--- config.mk ---
export PLATFORM = sky130hd
export DESIGN_NAME = min_priority_queue
export DESIGN_NICKNAME = d
export VERILOG_FILES = /design/src/sv/mpq_pkg.sv /design/src/sv/mpq_cell.sv /design/src/sv/min_priority_queue.sv
export SDC_FILE = /design/constraint.sdc
export NUM_CORES = 2
export LEC_CHECK = 0
export BUFFER_PORTS_ARGS = -buffer_cell sky130_fd_sc_hd__buf_2
export CORE_UTILIZATION = 40
export DETAILED_ROUTE_END_ITERATION = 10
export SYNTH_ARGS = -nofsm -noshare
export SYNTH_HDL_FRONTEND = slang
export SYNTH_SLANG_ARGS = --single-unit
--- constraint.sdc ---
create_clock -name i_clk -period 5.2 [get_ports i_clk]
set_input_delay 0.52 -clock i_clk [delete_from_list [all_inputs] [get_ports i_clk]]
set_output_delay 0.52 -clock i_clk [all_outputs]
set_load 0.01 [all_outputs]
--- src/sv/mpq_pkg.sv ---
`timescale 1ns / 1ps
// mpq_pkg: shared types and constants for the min-first priority queue.
// No dependencies; used by mpq_cell and min_priority_queue.
package mpq_pkg;

    localparam int unsigned MPQ_CAPACITY = 16;
    localparam int unsigned DATA_W       = 32;
    localparam int unsigned PRIO_W       = 8;
    localparam int unsigned STATUS_W     = 2;
    localparam int unsigned OCC_W        = 5;

    // command codes
    localparam logic CMD_ENQ = 1'b0;
    localparam logic CMD_DEQ = 1'b1;

    // status codes
    localparam logic [STATUS_W-1:0] ST_OK    = 2'd0;
    localparam logic [STATUS_W-1:0] ST_EMPTY = 2'd1;
    localparam logic [STATUS_W-1:0] ST_FULL  = 2'd2;

    // one queue slot as seen by its neighbors
    typedef struct packed {
        logic                     valid;
        logic signed [DATA_W-1:0] data;
        logic        [PRIO_W-1:0] prio;
    } t_entry;

    // per-transaction operation broadcast to every cell
    typedef struct packed {
        logic enq;  // insert (queue known not full)
        logic deq;  // remove head (queue known not empty)
    } t_cell_ctl;

endpackage

--- src/sv/mpq_cell.sv ---
`timescale 1ns / 1ps
// mpq_cell: one slot of the sorted chain; shifts right on insert, left on remove.
// Depends on mpq_pkg.
module mpq_cell (
    input  logic                             i_clk,
    input  logic                             i_rst_n,
    input  mpq_pkg::t_cell_ctl               i_ctl,
    input  logic signed [mpq_pkg::DATA_W-1:0] i_new_data,
    input  logic        [mpq_pkg::PRIO_W-1:0] i_new_prio,
    input  mpq_pkg::t_entry                  i_left,
    input  logic                             i_left_ins,
    input  mpq_pkg::t_entry                  i_right,
    output mpq_pkg::t_entry                  o_entry,
    output logic                             o_ins
);
    import mpq_pkg::*;

    logic                     r_valid;
    logic signed [DATA_W-1:0] r_data;
    logic        [PRIO_W-1:0] r_prio;

    // new item belongs at or before this slot: empty, or strictly larger priority
    assign o_ins = !r_valid || (r_prio > i_new_prio);

    assign o_entry = '{valid: r_valid, data: r_data, prio: r_prio};

    always_ff @(posedge i_clk) begin
        if (!i_rst_n) begin
            r_valid <= 1'b0;
        end else if (i_ctl.enq && o_ins) begin
            r_valid <= i_left_ins ? i_left.valid : 1'b1;
        end else if (i_ctl.deq) begin
            r_valid <= i_right.valid;
        end
    end

    always_ff @(posedge i_clk) begin
        if (i_ctl.enq && o_ins) begin
            if (i_left_ins) begin
                r_data <= i_left.data;
                r_prio <= i_left.prio;
            end else begin
                r_data <= i_new_data;
                r_prio <= i_new_prio;
            end
        end else if (i_ctl.deq) begin
            r_data <= i_right.data;
            r_prio <= i_right.prio;
        end
    end

endmodule

--- src/sv/min_priority_queue.sv ---
`timescale 1ns / 1ps
// min_priority_queue: top level, a sorted chain of mpq_cell slots plus count and result register.
// Depends on mpq_pkg and mpq_cell.
//
// Bounded priority queue, lowest priority value served first, ties in arrival order.
// The entries sit in a chain of CAPACITY cells kept sorted at all times: an enqueue
// compares its priority against every cell at once and each cell either holds, takes
// its left neighbor, or takes the new word; a dequeue shifts every cell one step
// toward the head. Either operation completes in the clock cycle its transaction is
// accepted, so the block takes one transaction per cycle while its input is not stalled,
// and the result is written into the output register on acceptance. The one compare per
// cell plus the head-of-queue read set the cycle time. Input is stalled only while
// a finished result sits in the output register and the consumer stalls it.
// Every transaction yields exactly one result: data_out (the removed word, else
// zero), status (ok, empty on dequeue, full on enqueue) and occupancy after the
// transaction, reported modulo 32. Storage has no reset beyond the per-cell valid
// flags and the entry count; no clearing pass is needed.
module min_priority_queue #(
    parameter int unsigned CAPACITY = mpq_pkg::MPQ_CAPACITY
) (
    input  logic                                i_clk,
    input  logic                                i_rst_n,
    // input channel
    input  logic                                i_in_valid,
    output logic                                o_in_stall,
    input  logic                                i_command,
    input  logic signed [mpq_pkg::DATA_W-1:0]   i_data_in,
    input  logic        [mpq_pkg::PRIO_W-1:0]   i_priority_in,
    // result channel
    output logic                                o_out_valid,
    input  logic                                i_out_stall,
    output logic signed [mpq_pkg::DATA_W-1:0]   o_data_out,
    output logic        [mpq_pkg::STATUS_W-1:0] o_status,
    output logic        [mpq_pkg::OCC_W-1:0]    o_occupancy
);
    import mpq_pkg::*;

    localparam int unsigned CNT_W = $clog2(CAPACITY + 1);

    logic                     in_accept;
    logic                     q_full;
    logic                     q_empty;
    t_cell_ctl                ctl;

    t_entry                   cell_q    [CAPACITY];
    logic   [CAPACITY-1:0]    cell_ins;
    logic   [CAPACITY-1:0]    cell_valid;
    t_entry                   left_in   [CAPACITY];
    logic   [CAPACITY-1:0]    left_ins;
    t_entry                   right_in  [CAPACITY];

    logic [CNT_W-1:0]         r_count;
    logic [CNT_W-1:0]         n_count;
    logic [CNT_W+OCC_W-1:0]   occ_ext;

    logic                     r_out_valid;
    logic signed [DATA_W-1:0] r_data_out;
    logic [STATUS_W-1:0]      r_status;
    logic [OCC_W-1:0]         r_occupancy;
    logic signed [DATA_W-1:0] n_data_out;
    logic [STATUS_W-1:0]      n_status;

    // output register frees when empty or being taken
    assign o_in_stall = r_out_valid && i_out_stall;
    assign in_accept  = i_in_valid && !o_in_stall;

    assign q_full  = (r_count == CNT_W'(CAPACITY));
    assign q_empty = (r_count == '0);

    assign ctl.enq = in_accept && (i_command == CMD_ENQ) && !q_full;
    assign ctl.deq = in_accept && (i_command == CMD_DEQ) && !q_empty;

    // neighbor wiring; head sees a valid "stop" to its left, tail an empty slot to its right
    always_comb begin
        for (int i = 0; i < CAPACITY; i++) begin
            cell_valid[i] = cell_q[i].valid;
            if (i == 0) begin
                left_in[i]  = '{valid: 1'b1, data: '0, prio: '0};
                left_ins[i] = 1'b0;
            end else begin
                left_in[i]  = cell_q[i-1];
                left_ins[i] = cell_ins[i-1];
            end
            if (i == CAPACITY - 1) begin
                right_in[i] = '{valid: 1'b0, data: '0, prio: '0};
            end else begin
                right_in[i] = cell_q[i+1];
            end
        end
    end

    for (genvar g = 0; g < CAPACITY; g++) begin : g_cell
        mpq_cell u_cell (
            .i_clk      (i_clk),
            .i_rst_n    (i_rst_n),
            .i_ctl      (ctl),
            .i_new_data (i_data_in),
            .i_new_prio (i_priority_in),
            .i_left     (left_in[g]),
            .i_left_ins (left_ins[g]),
            .i_right    (right_in[g]),
            .o_entry    (cell_q[g]),
            .o_ins      (cell_ins[g])
        );
    end

    // result of the transaction being accepted
    always_comb begin
        n_count    = r_count;
        n_data_out = '0;
        n_status   = ST_OK;
        if (i_command == CMD_ENQ) begin
            if (q_full) begin
                n_status = ST_FULL;
            end else begin
                n_count = r_count + CNT_W'(1);
            end
        end else begin
            if (q_empty) begin
                n_status = ST_EMPTY;
            end else begin
                n_data_out = cell_q[0].data;
                n_count    = r_count - CNT_W'(1);
            end
        end
    end

    assign occ_ext = (CNT_W + OCC_W)'(n_count);

    always_ff @(posedge i_clk) begin
        if (!i_rst_n) begin
            r_count     <= '0;
            r_out_valid <= 1'b0;
        end else begin
            if (in_accept) begin
                r_count     <= n_count;
                r_out_valid <= 1'b1;
            end else if (!i_out_stall) begin
                r_out_valid <= 1'b0;
            end
        end
    end

    always_ff @(posedge i_clk) begin
        if (in_accept) begin
            r_data_out  <= n_data_out;
            r_status    <= n_status;
            r_occupancy <= occ_ext[OCC_W-1:0];
        end
    end

    assign o_out_valid = r_out_valid;
    assign o_data_out  = r_data_out;
    assign o_status    = r_status;
    assign o_occupancy = r_occupancy;

    // count tracks the number of occupied cells
    a_count_matches: assert property (@(posedge i_clk) disable iff (!i_rst_n)
        $countones(cell_valid) == int'(r_count))
        else $error("entry count disagrees with occupied cells");

    // occupied cells form a contiguous run from the head
    a_valid_prefix: assert property (@(posedge i_clk) disable iff (!i_rst_n)
        $onehot({1'b0, cell_valid} + (CAPACITY + 1)'(1)))
        else $error("occupied cells not contiguous from head");

    // head never has a larger priority than its successor
    a_head_sorted: assert property (@(posedge i_clk) disable iff (!i_rst_n)
        cell_q[1].valid |-> (cell_q[0].prio <= cell_q[1].prio))
        else $error("head out of priority order");

    // a dequeue on a non-empty queue reports ok
    a_deq_ok: assert property (@(posedge i_clk) disable iff (!i_rst_n)
        (in_accept && (i_command == CMD_DEQ) && !q_empty) |=> (r_status == ST_OK))
        else $error("dequeue on non-empty queue did not report ok");

endmodule

==> impl_metrics.yaml <==
run_status:
  outcome: "finished clean"
min_path:
  min_from: "i_in_valid"
  hold_path.class: "in2reg"
drt:
  drt_first_pass_iters: 5
  routed_wl_mm: 109
  wl_per_cell_um: 23.5
  num_vias: 27500
  drt-vias-per-instance: 5.92
  drt-initial-drc-count: 2611
  ant_nets: 0
  drc: 0
power_and_ir_drop:
  power_frac_seq: 0.478
  intPower_mw: 11.1
  swShare: 0.279
  netSwitchingPower_mw: 4.29
  p_leak_nw: 14.3
  power_density_nw_per_um2: 360
  peakVddDrop_uv: 259
  clockPowerShare: 0.373
  pwr-share-comb: 0.148
setup_path:
  critPathCapture: "g_cell[1].u_cell.r_data[16]"
  rrSetupSlack_ns: 1.35
  crit_path_end_kind: "flip-flop"
  reg2reg_to: "g_cell[1].u_cell.r_data[16]"
  startpoint: "r_count[0]"
  arrival_ns: 4.16
  crit_type: "reg2reg"
  path_max_fanout: 22
  crit_path_start_kind: "flip-flop"
  cp_data_required_time_ns: 5.51
  r2r_start: "r_count[0]"
  reg2regPathDepth: 8
synth:
  synth_flop_cell: "edfxtp_1"
  async_flop_share: 0
  ys_ff_latch: 701
  synth-seq-area-share: 0.543
  yosysWarnings: 0
  netlist_area_um2: 38400
  syn_nets: 3531
  synth.distinct_cells: 57
  syn_area_per_cell_um2: 11.4
  synth_cells: 3356
  synth_edf_count: 679
cts:
  cts_sinks: 701
  cts.path.max_buffers: 3
  clock_latency_ns: 0.65
  cts_tree: "done"
  post_cts_buffers: 0
  ctsHoldBuffers: 0
  clockRootBuffer: "clkbuf_16"
  path_clk_slew_ns: 0.06
  htreeDepth: 3
  cts-buffers-inserted: 83
  cts_resized: 0
finish:
  fill_cells: 8846
  fin_util: 0.451
  area_growth_syn_to_layout_pct: 11.6
  design_area_um2: 42800
  layout-drive-gt1-share: 0.126
  final_cell_count_no_fill: 4644
  nNetsFinal: 3485
die:
  dieArea_um2: 97200
  die_height_um: 312
  core_um2: 95000
  rows: 113
  start_util: 0.404
  pin_count: 86
  fp.dieW_um: 312
run:
  maxCapViolations: 0
timing:
  fin_crit_sh: 0.740
  worst_clock_skew_ns: 0.0364
  fin_tns_setup_ns: 0
  relSlewSlack: 0.364
  max_freq_ghz: 0.260
  fin_crit_ns: 3.85
  finalMaxSlewViolations: 0
  rsz0062_at_grt: "false"
  tightestPinTransition_ns: 0.954
  final-hold-violation-count: 0
  setup_viol: 0
global_route:
  overflow: 0
  grt_max_degree: 194
  antenna_found_initial: 3
  track_usage: 0.222
  grt_pass1_wl_mm: 169
  grt_pass1_vias: 27500
placed_design:
  place_area_um2: 40200
  place_congestion: 0.885
  place_inst: 4490
  dpl.hpwl_mm: 67.1
  io_buffer_count: 85
==> power by group through the flow <==
stage | clock (mW) | sequential, mW | combinational (mW)
floorplan | 0 | 7.36 | 1.49
global placement | 0 | 7.48 | 2.23
detailed placement | 0 | 7.47 | 2.28
CTS | 5.84 | 7.36 | 2.29
global route | 6.02 | 7.43 | 2.54
finish | 5.75 | 7.37 | 2.28
==> how the worst min path moves through the flow <==
stage,end,cells past startpoint,slack (ns)
floorplan,g_cell[11].u_cell.r_valid,2,0.46
global placement,g_cell[8].u_cell.r_valid,2,0.49
detailed placement,g_cell[6].u_cell.r_valid,2,0.49
CTS,o_out_valid,2,0.07
global route,o_out_valid,2,0.10
finish,o_out_valid,2,0.10
==> Yosys cell counts, types with 3 or more instances <==
cell type | count | area share
o21bai_1 | 4 | 0.00078
nand2b_1 | 8 | 0.0013
nor2_1 | 70 | 0.0068
or2_1 | 3 | 0.00049
nand3_1 | 48 | 0.0063
nor3_1 | 6 | 0.00078
clkbuf_1 | 211 | 0.021
edfxtp_1 | 679 | 0.53
or2_2 | 8 | 0.0013
mux2_1 | 23 | 0.0068
nor2b_1 | 17 | 0.0028
inv_1 | 35 | 0.0034
o2bb2a_1 | 3 | 0.00078
mux2_4 | 31 | 0.012
o21a_1 | 6 | 0.0012
mux2i_1 | 524 | 0.14
mux2_2 | 58 | 0.017
buf_8 | 3 | 0.0012
buf_6 | 4 | 0.0012
a21oi_1 | 134 | 0.017
or3_1 | 8 | 0.0013
o21ai_1 | 20 | 0.0026
o31ai_1 | 7 | 0.0014
a211oi_1 | 18 | 0.0035
buf_1 | 17 | 0.0017
o211ai_1 | 20 | 0.0039
nand4_1 | 29 | 0.0047
nand2_1 | 174 | 0.017
buf_4 | 6 | 0.0012
ha_1 | 130 | 0.042
dfxtp_1 | 22 | 0.011
and2_1 | 34 | 0.0055
o21ai_0 | 902 | 0.12
o41ai_1 | 4 | 0.00091
buf_2 | 60 | 0.0078
==> cell type report <==
cell class	instances	area, um^2	share of cell area
multi-input cells	2318	16400	0.382
flip-flops and latches	701	20800	0.486
inverters	36	135	0.00316
repair buffers	170	1300	0.0304
diodes	2	5.00	0.000117
clock inverters	54	447	0.0104
clock buffers	98	2150	0.0503
well taps	1265	1580	0.0370
==> cell families after synthesis <==
group / synth area share
compound gates: 0.154
flops: 0.543
mux: 0.173
simple gates: 0.0505
buf+inv: 0.0372
fa+ha+maj: 0.0424
xor+xnor: 0.000685
==> per-layer routing <==
| metal | vias to the layer above | part of all wire | global-route usage |
|---|---|---|---|
| met5 | - | 0.000073 | 0 |
| met4 | 2 | 0.032 | 0.0770 |
| met3 | 179 | 0.063 | 0.0336 |
| met2 | 825 | 0.44 | 0.343 |
| met1 | 13900 | 0.46 | 0.318 |
| li1 | 12600 | - | - |
==> state kept, by name, indices dropped and copies added, names as in the netlist <==
name and count:
g_cell.u_cell.r_data 512, g_cell.u_cell.r_prio 128, g_cell.u_cell.r_valid 16, o_data_out 32
o_occupancy 5, o_out_valid 1, o_status 2, r_count 5
==> critical path, stage by stage (launching register included) <==
cell	delay (ns)
dfxtp_1	0.38
inv_1	0.12
ha_1	0.28
or3b_2	0.25
o21a_2	0.13
buf_4	0.31
and2_1	0.77
or2_2	0.79
buf_4	0.44
==> cell usage in the layout, fill, tap and decap left out, drive strengths merged, types with 34 or more instances in the layout <==
master / Yosys / final
mux2: 112 / 112
nand3: 48 / 48
nand2: 174 / 174
clkbuf: 211 / 98
clkinv: 1 / 41
ha: 130 / 130
inv: 35 / 41
and2: 34 / 34
nor2: 70 / 70
buf: 90 / 170
edfxtp: 679 / 679
o21ai: 922 / 922
a21oi: 135 / 135
mux2i: 524 / 524
==> metrics by stage <==
step | setup slack (ns) | power (mW) | hold slack [ns]
floorplan | 1.21 | 8.85 | 0.458
global placement | 1.17 | 9.70 | 0.489
detailed placement | 1.07 | 9.75 | 0.494
CTS | 1.35 | 15.5 | 0.0730
global route | 1.19 | 16.0 | 0.103
finish | 1.35 | 15.4 | 0.102
(Power assumes the default switching activity.)
